<file path="src/sv/ippt_pkg.sv">
package ippt_pkg;

	// queue between the classifier and the parser
	localparam int IPPT_QUEUE_DEPTH = 4;

	// byte codes of interest
	localparam logic [7:0] CHAR_ZERO  = 8'h30;
	localparam logic [7:0] CHAR_NINE  = 8'h39;
	localparam logic [7:0] CHAR_DOT   = 8'h2E;
	localparam logic [7:0] CHAR_SLASH = 8'h2F;

	// token kinds
	localparam logic [1:0] TOK_DIGIT = 2'd0;
	localparam logic [1:0] TOK_DOT   = 2'd1;
	localparam logic [1:0] TOK_SLASH = 2'd2;
	localparam logic [1:0] TOK_OTHER = 2'd3;

	// result status codes
	localparam logic [2:0] ST_OK        = 3'd0;
	localparam logic [2:0] ST_SEPARATOR = 3'd1;
	localparam logic [2:0] ST_NONDIGIT  = 3'd2;
	localparam logic [2:0] ST_FIELDS    = 3'd3;
	localparam logic [2:0] ST_VALUE     = 3'd4;
	localparam logic [2:0] ST_PREFIX    = 3'd5;

	// address classes
	localparam logic [2:0] CLS_A = 3'd0;
	localparam logic [2:0] CLS_B = 3'd1;
	localparam logic [2:0] CLS_C = 3'd2;
	localparam logic [2:0] CLS_D = 3'd3;
	localparam logic [2:0] CLS_E = 3'd4;

	// address kinds
	localparam logic [1:0] KIND_PRIVATE      = 2'd0;
	localparam logic [1:0] KIND_PUBLIC       = 2'd1;
	localparam logic [1:0] KIND_MULTICAST    = 2'd2;
	localparam logic [1:0] KIND_EXPERIMENTAL = 2'd3;

	localparam int OUT_BITS  = 109;
	localparam int OUT_BYTES = (OUT_BITS + 7) / 8;

	// one classified input byte
	typedef struct packed {
		logic       eot;
		logic [1:0] kind;
		logic [3:0] digit;
	} tok_t;

endpackage

</file>
<file path="src/sv/ippt_front.sv">
module ippt_front import ippt_pkg::*; (
	input  logic       s_tvalid,
	output logic       s_tready,
	input  logic [7:0] s_tdata,   // char_code
	input  logic       s_tlast,   // end_of_text
	input  logic       q_full,
	output logic       q_push,
	output tok_t       q_tok
);

	logic [7:0] code;

	assign code     = s_tdata;
	assign s_tready = !q_full;
	assign q_push   = s_tvalid && !q_full;

	always_comb begin
		q_tok.eot   = s_tlast;
		q_tok.digit = code[3:0];
		if (code inside {[CHAR_ZERO:CHAR_NINE]}) begin
			q_tok.kind = TOK_DIGIT;
		end else if (code == CHAR_DOT) begin
			q_tok.kind = TOK_DOT;
		end else if (code == CHAR_SLASH) begin
			q_tok.kind = TOK_SLASH;
		end else begin
			q_tok.kind = TOK_OTHER;
		end
	end

endmodule

</file>
<file path="src/sv/ippt_queue.sv">
module ippt_queue import ippt_pkg::*; #(
	parameter int DEPTH = IPPT_QUEUE_DEPTH
) (
	input  logic clk,
	input  logic arst_n,
	input  logic push,
	input  tok_t push_tok,
	output logic full,
	input  logic pop,
	output logic valid,
	output tok_t head_tok
);

	localparam int AW = (DEPTH > 1) ? $clog2(DEPTH) : 1;
	localparam int CW = $clog2(DEPTH + 1);

	tok_t          entry_q [DEPTH];
	logic [AW-1:0] wr_ptr_q;
	logic [AW-1:0] rd_ptr_q;
	logic [CW-1:0] count_q;
	logic          do_push;
	logic          do_pop;

	assign full     = (count_q == CW'(DEPTH));
	assign valid    = (count_q != '0);
	assign head_tok = entry_q[rd_ptr_q];
	assign do_push  = push && !full;
	assign do_pop   = pop && valid;

	always_ff @(posedge clk or negedge arst_n) begin
		if (!arst_n) begin
			wr_ptr_q <= '0;
			rd_ptr_q <= '0;
			count_q  <= '0;
		end else begin
			if (do_push) begin
				wr_ptr_q <= (wr_ptr_q == AW'(DEPTH - 1)) ? '0 : wr_ptr_q + 1'b1;
			end
			if (do_pop) begin
				rd_ptr_q <= (rd_ptr_q == AW'(DEPTH - 1)) ? '0 : rd_ptr_q + 1'b1;
			end
			if (do_push && !do_pop) begin
				count_q <= count_q + 1'b1;
			end else if (do_pop && !do_push) begin
				count_q <= count_q - 1'b1;
			end
		end
	end

	always_ff @(posedge clk) begin
		if (do_push) begin
			entry_q[wr_ptr_q] <= push_tok;
		end
	end

endmodule

</file>
<file path="src/sv/ippt_back.sv">
module ippt_back import ippt_pkg::*; (
	input  logic                   clk,
	input  logic                   arst_n,
	input  logic                   q_valid,
	input  tok_t                   q_tok,
	output logic                   q_pop,
	output logic                   m_tvalid,
	input  logic                   m_tready,
	output logic [OUT_BYTES*8-1:0] m_tdata
);

	// parse state
	logic [2:0]  dot_count_q;
	logic [1:0]  slash_count_q;
	logic        order_bad_q;
	logic        nondigit_q;
	logic [2:0]  field_count_q;
	logic        field_open_q;
	logic [8:0]  accum_q;
	logic        range_bad_q;
	logic [7:0]  octet_q [4];

	// end-of-text snapshot
	logic        valid_s1;
	logic [7:0]  octet_s1 [4];
	logic [8:0]  prefix_s1;
	logic        sep_err_s1;
	logic        nondigit_s1;
	logic        fields_bad_s1;
	logic        range_bad_s1;

	logic        m_tvalid_q;
	logic [OUT_BYTES*8-1:0] m_tdata_q;

	logic        advance;
	logic        load_out;
	logic        take;
	logic        is_digit;
	logic        is_sep;
	logic        is_end;
	logic [11:0] acc_base;
	logic [11:0] acc_mul;
	logic [8:0]  acc_next;
	logic        oct_wr;
	logic [1:0]  oct_idx;
	logic [7:0]  oct_snap [4];

	assign advance  = !m_tvalid_q || m_tready;
	assign load_out = valid_s1 && advance;
	assign q_pop    = q_valid && (!q_tok.eot || !valid_s1 || advance);
	assign take     = q_pop;
	assign is_end   = q_tok.eot;
	assign is_digit = !is_end && (q_tok.kind == TOK_DIGIT);
	assign is_sep   = !is_end && ((q_tok.kind == TOK_DOT) || (q_tok.kind == TOK_SLASH));

	// decimal accumulate with saturation at 256
	always_comb begin
		acc_base = field_open_q ? {3'b000, accum_q} : 12'd0;
		acc_mul  = (acc_base << 3) + (acc_base << 1) + {8'h00, q_tok.digit};
		acc_next = (acc_mul > 12'd256) ? 9'd256 : acc_mul[8:0];
	end

	// closing a field stores its low byte among the first four fields
	always_comb begin
		oct_wr  = field_open_q && (field_count_q >= 3'd1) && (field_count_q <= 3'd4);
		oct_idx = 2'(field_count_q - 3'd1);
		for (int i = 0; i < 4; i++) begin
			oct_snap[i] = (oct_wr && (oct_idx == 2'(i))) ? accum_q[7:0] : octet_q[i];
		end
	end

	always_ff @(posedge clk or negedge arst_n) begin
		if (!arst_n) begin
			dot_count_q   <= '0;
			slash_count_q <= '0;
			order_bad_q   <= 1'b0;
			nondigit_q    <= 1'b0;
			field_count_q <= '0;
			field_open_q  <= 1'b0;
			accum_q       <= '0;
			range_bad_q   <= 1'b0;
			valid_s1      <= 1'b0;
			m_tvalid_q    <= 1'b0;
		end else begin
			if (take) begin
				if (is_end) begin
					dot_count_q   <= '0;
					slash_count_q <= '0;
					order_bad_q   <= 1'b0;
					nondigit_q    <= 1'b0;
					field_count_q <= '0;
					field_open_q  <= 1'b0;
					accum_q       <= '0;
					range_bad_q   <= 1'b0;
				end else if (is_digit) begin
					if (!field_open_q && (field_count_q < 3'd6)) begin
						field_count_q <= field_count_q + 1'b1;
					end
					field_open_q <= 1'b1;
					accum_q      <= acc_next;
				end else if (is_sep) begin
					if (field_open_q && accum_q[8]) begin
						range_bad_q <= 1'b1;
					end
					field_open_q <= 1'b0;
					accum_q      <= '0;
					if (q_tok.kind == TOK_DOT) begin
						if (dot_count_q < 3'd4) begin
							dot_count_q <= dot_count_q + 1'b1;
						end
					end else begin
						if (dot_count_q < 3'd3) begin
							order_bad_q <= 1'b1;
						end
						if (slash_count_q < 2'd2) begin
							slash_count_q <= slash_count_q + 1'b1;
						end
					end
				end else begin
					nondigit_q <= 1'b1;
				end
			end
			if (take && is_end) begin
				valid_s1 <= 1'b1;
			end else if (load_out) begin
				valid_s1 <= 1'b0;
			end
			if (load_out) begin
				m_tvalid_q <= 1'b1;
			end else if (m_tready) begin
				m_tvalid_q <= 1'b0;
			end
		end
	end

	always_ff @(posedge clk) begin
		if (take && (is_sep || is_end) && oct_wr) begin
			octet_q[oct_idx] <= accum_q[7:0];
		end
		if (take && is_end) begin
			for (int i = 0; i < 4; i++) begin
				octet_s1[i] <= oct_snap[i];
			end
			prefix_s1     <= field_open_q ? accum_q : 9'd0;
			sep_err_s1    <= (dot_count_q != 3'd3) || (slash_count_q != 2'd1) || order_bad_q;
			nondigit_s1   <= nondigit_q;
			fields_bad_s1 <= (field_count_q != 3'd5);
			range_bad_s1  <= range_bad_q || (field_open_q && accum_q[8]);
		end
	end

	// final checks, address assembly, class and masks
	logic [2:0]  status;
	logic [31:0] addr;
	logic [31:0] mask;
	logic [2:0]  cls;
	logic [1:0]  kind;
	logic        ok;
	logic [7:0]  o0;
	logic [7:0]  o1;

	always_comb begin
		o0   = octet_s1[0];
		o1   = octet_s1[1];
		addr = {octet_s1[0], octet_s1[1], octet_s1[2], octet_s1[3]};
		mask = ~(32'hFFFF_FFFF >> prefix_s1[4:0]);
		if (sep_err_s1) begin
			status = ST_SEPARATOR;
		end else if (nondigit_s1) begin
			status = ST_NONDIGIT;
		end else if (fields_bad_s1) begin
			status = ST_FIELDS;
		end else if (range_bad_s1) begin
			status = ST_VALUE;
		end else if ((prefix_s1 == 9'd0) || (prefix_s1 > 9'd31)) begin
			status = ST_PREFIX;
		end else begin
			status = ST_OK;
		end
		ok = (status == ST_OK);
		if (o0 <= 8'd127) begin
			cls  = CLS_A;
			kind = (o0 == 8'd10) ? KIND_PRIVATE : KIND_PUBLIC;
		end else if ((o0 == 8'd172) && (o1 >= 8'd16) && (o1 <= 8'd31)) begin
			cls  = CLS_B;
			kind = KIND_PRIVATE;
		end else if (o0 <= 8'd191) begin
			cls  = CLS_B;
			kind = KIND_PUBLIC;
		end else if ((o0 == 8'd192) && (o1 == 8'd168)) begin
			cls  = CLS_C;
			kind = KIND_PRIVATE;
		end else if (o0 <= 8'd223) begin
			cls  = CLS_C;
			kind = KIND_PUBLIC;
		end else if (o0 <= 8'd239) begin
			cls  = CLS_D;
			kind = KIND_MULTICAST;
		end else begin
			cls  = CLS_E;
			kind = KIND_EXPERIMENTAL;
		end
	end

	always_ff @(posedge clk) begin
		if (load_out) begin
			if (ok) begin
				m_tdata_q <= {3'b000, addr & ~mask, addr & mask, kind, cls,
					prefix_s1[4:0], addr, status};
			end else begin
				m_tdata_q <= {{(OUT_BYTES*8-3){1'b0}}, status};
			end
		end
	end

	assign m_tvalid = m_tvalid_q;
	assign m_tdata  = m_tdata_q;

endmodule

</file>
<file path="src/sv/ipv4_prefix_text_parser.sv">
// path: an end-of-text result goes through the queue, the snapshot and the output register
// to m_tdata and waits in the snapshot while the output is stalled; throughput: one character
// per cycle while the queue has room, results back to back; the classifier and the parser
// are coupled through a small token queue, the output register frees as it is taken
// reset: arst_n clears the queue, parse counters and valid flags; octet and data regs unreset
module ipv4_prefix_text_parser import ippt_pkg::*; #(
	parameter int QUEUE_DEPTH = IPPT_QUEUE_DEPTH
) (
	input  logic                   clk,
	input  logic                   arst_n,
	// character stream
	input  logic                   s_tvalid,
	output logic                   s_tready,
	input  logic [7:0]             s_tdata,   // char_code[7:0]
	input  logic                   s_tlast,   // end_of_text
	// result stream
	output logic                   m_tvalid,
	input  logic                   m_tready,
	// status[2:0], address[34:3], prefix_len[39:35], address_class[42:40],
	// address_kind[44:43], network_part[76:45], host_part[108:77], zero pad
	output logic [OUT_BYTES*8-1:0] m_tdata
);

	// classified tokens between front and back
	logic q_full;
	logic q_push;
	tok_t q_in_tok;
	logic q_pop;
	logic q_valid;
	tok_t q_head_tok;

	// front: byte classification, accepts while the queue has room
	ippt_front u_front (
		.s_tvalid (s_tvalid),
		.s_tready (s_tready),
		.s_tdata  (s_tdata),
		.s_tlast  (s_tlast),
		.q_full   (q_full),
		.q_push   (q_push),
		.q_tok    (q_in_tok)
	);

	// decoupling queue
	ippt_queue #(
		.DEPTH (QUEUE_DEPTH)
	) u_queue (
		.clk      (clk),
		.arst_n   (arst_n),
		.push     (q_push),
		.push_tok (q_in_tok),
		.full     (q_full),
		.pop      (q_pop),
		.valid    (q_valid),
		.head_tok (q_head_tok)
	);

	// back: parse state, end-of-text snapshot and result register
	ippt_back u_back (
		.clk      (clk),
		.arst_n   (arst_n),
		.q_valid  (q_valid),
		.q_tok    (q_head_tok),
		.q_pop    (q_pop),
		.m_tvalid (m_tvalid),
		.m_tready (m_tready),
		.m_tdata  (m_tdata)
	);

endmodule

</file>
<file path="config.mk">
export PLATFORM = sky130hd
export DESIGN_NAME = ipv4_prefix_text_parser
export DESIGN_NICKNAME = d
export VERILOG_FILES = /design/src/sv/ippt_pkg.sv /design/src/sv/ippt_front.sv /design/src/sv/ippt_queue.sv /design/src/sv/ippt_back.sv /design/src/sv/ipv4_prefix_text_parser.sv
export SDC_FILE = /design/constraint.sdc
export NUM_CORES = 1
export LEC_CHECK = 0
export ABC_AREA = 1
export ABC_CLOCK_PERIOD_IN_PS = 6000
export BUFFER_PORTS_ARGS = -buffer_cell sky130_fd_sc_hd__buf_2
export CAP_MARGIN = 20
export CORE_MARGIN = 2
export CORE_UTILIZATION = 53
export DETAILED_ROUTE_END_ITERATION = 6
export PLACE_DENSITY = 0.79
export SETUP_SLACK_MARGIN = 0.1
export SYNTH_ARGS = -nofsm -noshare
export SYNTH_HDL_FRONTEND = slang
export SYNTH_SLANG_ARGS = --single-unit
export TNS_END_PERCENT = 10
</file>
<file path="constraint.sdc">
create_clock -name clk -period 6 [get_ports clk]
set_input_delay 0.3 -clock clk [delete_from_list [all_inputs] [get_ports clk]]
set_output_delay 0.3 -clock clk [all_outputs]
set_load 0.01 [all_outputs]
</file>
==> impl_metrics.tcl <==
set metrics [dict create \
    status "finished clean" \
    clk_path_buf_depth 3 \
    die_h_um 145.9 \
    layout.nets 1102 \
    holdPathStages 1 \
    drcViolationCount 0 \
    root_buffer "clkbuf_16" \
    ctsResizeCount 0 \
    slew_violations 0 \
    grt_pass1_vias 6551 \
    cp.arrival_ns 3.74 \
    rr_worst_depth 14 \
    ys_warn_count 0 \
    first_iter_violations 504 \
    ir_drop_mv 0.3552 \
    slew_headroom 0.2903 \
    routedWlPerCell_um 14.97 \
    holdBufCountCts 2 \
    grt-ovfl-total 0 \
    cts_setup_buffers 0 \
    grt_first_pass_wirelength_um 32300 \
    hold_class "input port to flop" \
    critical_path.max_fanout 17 \
    fin_tns_setup_ns 0 \
    reg2reg_setup_slack_ns 2.72 \
    p_leak_nw 5.387 \
    clkSinkCount 242 \
    vias 6917 \
    antenna_left 0 \
    row_count 51 \
    pwr_density_cell_nw_per_um2 479.6 \
    numCtsBuffers 25 \
    fin_crit_ns 3.277 \
    initial_core_util 0.5447 \
    synth.distinct_cells 43 \
    ys_ff_latch 242 \
    drv_cap 0 \
    cts.reportedPaths.clkPinSlew_ns 0.06 \
    dp_hpwl_um 14120 \
    antenna_found_initial 0 \
    tightest_slew_ns 1.065 \
    antennaDiodeCount 0 \
    syn2layout_area_growth_pct 15.37 \
    die_w_um 145.9 \
    final-setup-viol-count 0 \
    max_freq_ghz 0.3052 \
    r2r_start "u_queue.rd_ptr_q[0]" \
    fin_crit_sh 0.5461 \
    synth_area_per_cell_um2 11.57 \
    routed_wl_um 20000 \
    place_congestion 0.8823 \
    pre_cts_ws_ns 2.747 \
    portBuffers 122 \
    syn_area_um2 10670 \
    viasPerCell 5.177 \
    cp.required_ns 6.46 \
    timing.final.ws_setup_ns 2.723 \
    fill_cells 1444 \
    final_common_cell "edfxtp_1" \
    seq_area_frac_synth 0.6669 \
    whs_endpoint "u_queue.entry_q[3][0]" \
    criticalPathCategory "flop to flop" \
    fin_worst_skew_ns 0.009446 \
    die_area_um2 21290 \
    grt_usage 0.1881 \
    hold_viol_final 0 \
    dr.pass1.iters 5 \
    clk_latency_ns 0.53 \
    cts_tree "built" \
    rsz0062_at_grt "false" \
    htree_levels 1 \
    r2r-end "u_back.accum_q[0]" \
    grt_max_degree 92 \
    crit_path_start_kind "flop" \
    ioPinCount 127 \
    hp-start "s_tdata[0]" \
    core-area_um2 19590 \
    layout_common_cells "edfxtp_1, nand2_1, inv_1, buf_2, nor2_1" \
    syn_inst 922 \
    critPathCaptureType "flop" \
    critPathLaunch "u_queue.rd_ptr_q[0]" \
    layout-drive-gt1-share 0.1895 \
]
## power by group
group          internal, W  total, W  switching (W)  leakage (nW)
combinational     0.000471   0.00165        0.00118          2.57
clock             0.000871   0.00149       0.000619         0.390
sequential         0.00247   0.00276       0.000289          2.42
total              0.00382   0.00590        0.00209          5.39
## how the worst max path moves through the flow
stage	end	slack (ns)	cells past startpoint
finish	u_back.accum_q[0]	2.72	14
global route	u_back.accum_q[0]	2.37	14
CTS	u_back.accum_q[4]	2.72	14
detailed placement	u_back.accum_q[7]	2.75	14
global placement	u_back.accum_q[4]	2.90	14
floorplan	u_back.m_tdata[0]	0.32	4
## cells in the mapped netlist (all sizes together)
| library cell | instances | area share |
|---|---|---|
| a21oi | 27 | 0.013 |
| edfxtp | 212 | 0.60 |
| nand3 | 35 | 0.018 |
| a211oi | 2 | 0.0014 |
| nand2 | 195 | 0.070 |
| nor2 | 91 | 0.042 |
| xnor2 | 2 | 0.0016 |
| ha | 33 | 0.039 |
| inv | 127 | 0.045 |
| o22ai | 3 | 0.0018 |
| a32oi | 1 | 0.00082 |
| nor3b | 16 | 0.011 |
| nand3b | 2 | 0.0014 |
| o21bai | 1 | 0.00070 |
| nand4 | 7 | 0.0041 |
| a32o | 1 | 0.00094 |
| a31oi | 1 | 0.00059 |
| xor2 | 2 | 0.0016 |
| fa | 3 | 0.0056 |
| o21ai | 37 | 0.018 |
| conb | 1 | 0.00035 |
| dfrtp | 30 | 0.070 |
| o21a | 14 | 0.0098 |
| nor4 | 16 | 0.010 |
| o31ai | 1 | 0.00070 |
| mux2 | 6 | 0.0063 |
| buf | 22 | 0.014 |
| nor3 | 27 | 0.013 |
| clkbuf | 5 | 0.0018 |
| or2 | 1 | 0.00059 |
| o211ai | 1 | 0.00070 |
## critical path, stage by stage (launching register included)
cell	delay, ns
dfrtp_1	0.67
inv_4	0.15
o21ai_0	0.18
o22ai_1	0.12
fa_1	0.54
inv_1	0.07
fa_1	0.45
nand3b_1	0.19
nand2_1	0.12
nand2_1	0.07
nand3_1	0.08
nand2_1	0.08
nor2_2	0.26
nand3_1	0.14
nand2_1	0.08
## kinds of logic (layout without fill, tap and decap cells)
logic type      count (synthesis)  count (layout)  synth area share
compound gates                 89              89           0.04819
xor+xnor                        4               4          0.003284
fa+ha+maj                      36              36           0.04432
buf+inv                       154             299           0.06050
flops                         242             242            0.6669
mux                             6               6          0.006331
other cells                     1               5         0.0003514
simple gates                  390             390            0.1701
## state kept, by name, summed over array words and instances (netlist names), 3 cells and up
register and flops:
u_queue.entry_q 28, u_queue.count_q 3, u_back.octet_q 32, u_back.m_tdata 107
u_back.dot_count_q 3, u_back.octet_s1 32, u_back.field_count_q 3, u_back.prefix_s1 9
u_back.accum_q 9
## area by class of cell
| type | instances | area (µm²) | share of cell area |
|---|---|---|---|
| multi-input combinational | 530 | 2932 | 0.2381 |
| timing repair buffer | 127 | 653.1 | 0.05305 |
| clock buffer | 31 | 658.1 | 0.05346 |
| tap | 265 | 331.6 | 0.02693 |
| inverter | 127 | 479.2 | 0.03892 |
| sequential | 242 | 7117 | 0.5780 |
| clock inverter | 14 | 141.4 | 0.01148 |
## stage by stage
stage          instance area [µm²]    util  cells  power, W  hold WS, ns
2_1_floorplan                10690       -    926  0.003881     0.004409
3_3_place_gp                 11490  0.5866   1289  0.004383       0.3629
3_5_place_dp                 11490  0.5866   1289  0.004443       0.3734
4_1_cts                      12310  0.6285   1336  0.005941     0.002066
5_1_grt                      12310  0.6285   1336  0.006251      0.01089
6_report                     12310  0.6285   1336  0.005905      0.01931
## routing by layer
metal | vias to the layer above | track usage | share of wire | wire length [µm]
met5 | - | 0 | 0 | 0
met4 | 0 | 0.07990 | 0.031 | 623
met3 | 47 | 0.03417 | 0.070 | 1391
met2 | 269 | 0.3172 | 0.48 | 9665
met1 | 3207 | 0.2406 | 0.42 | 8323
li1 | 3394 | - | - | -
Note: power is estimated with default switching activity, not from simulation.
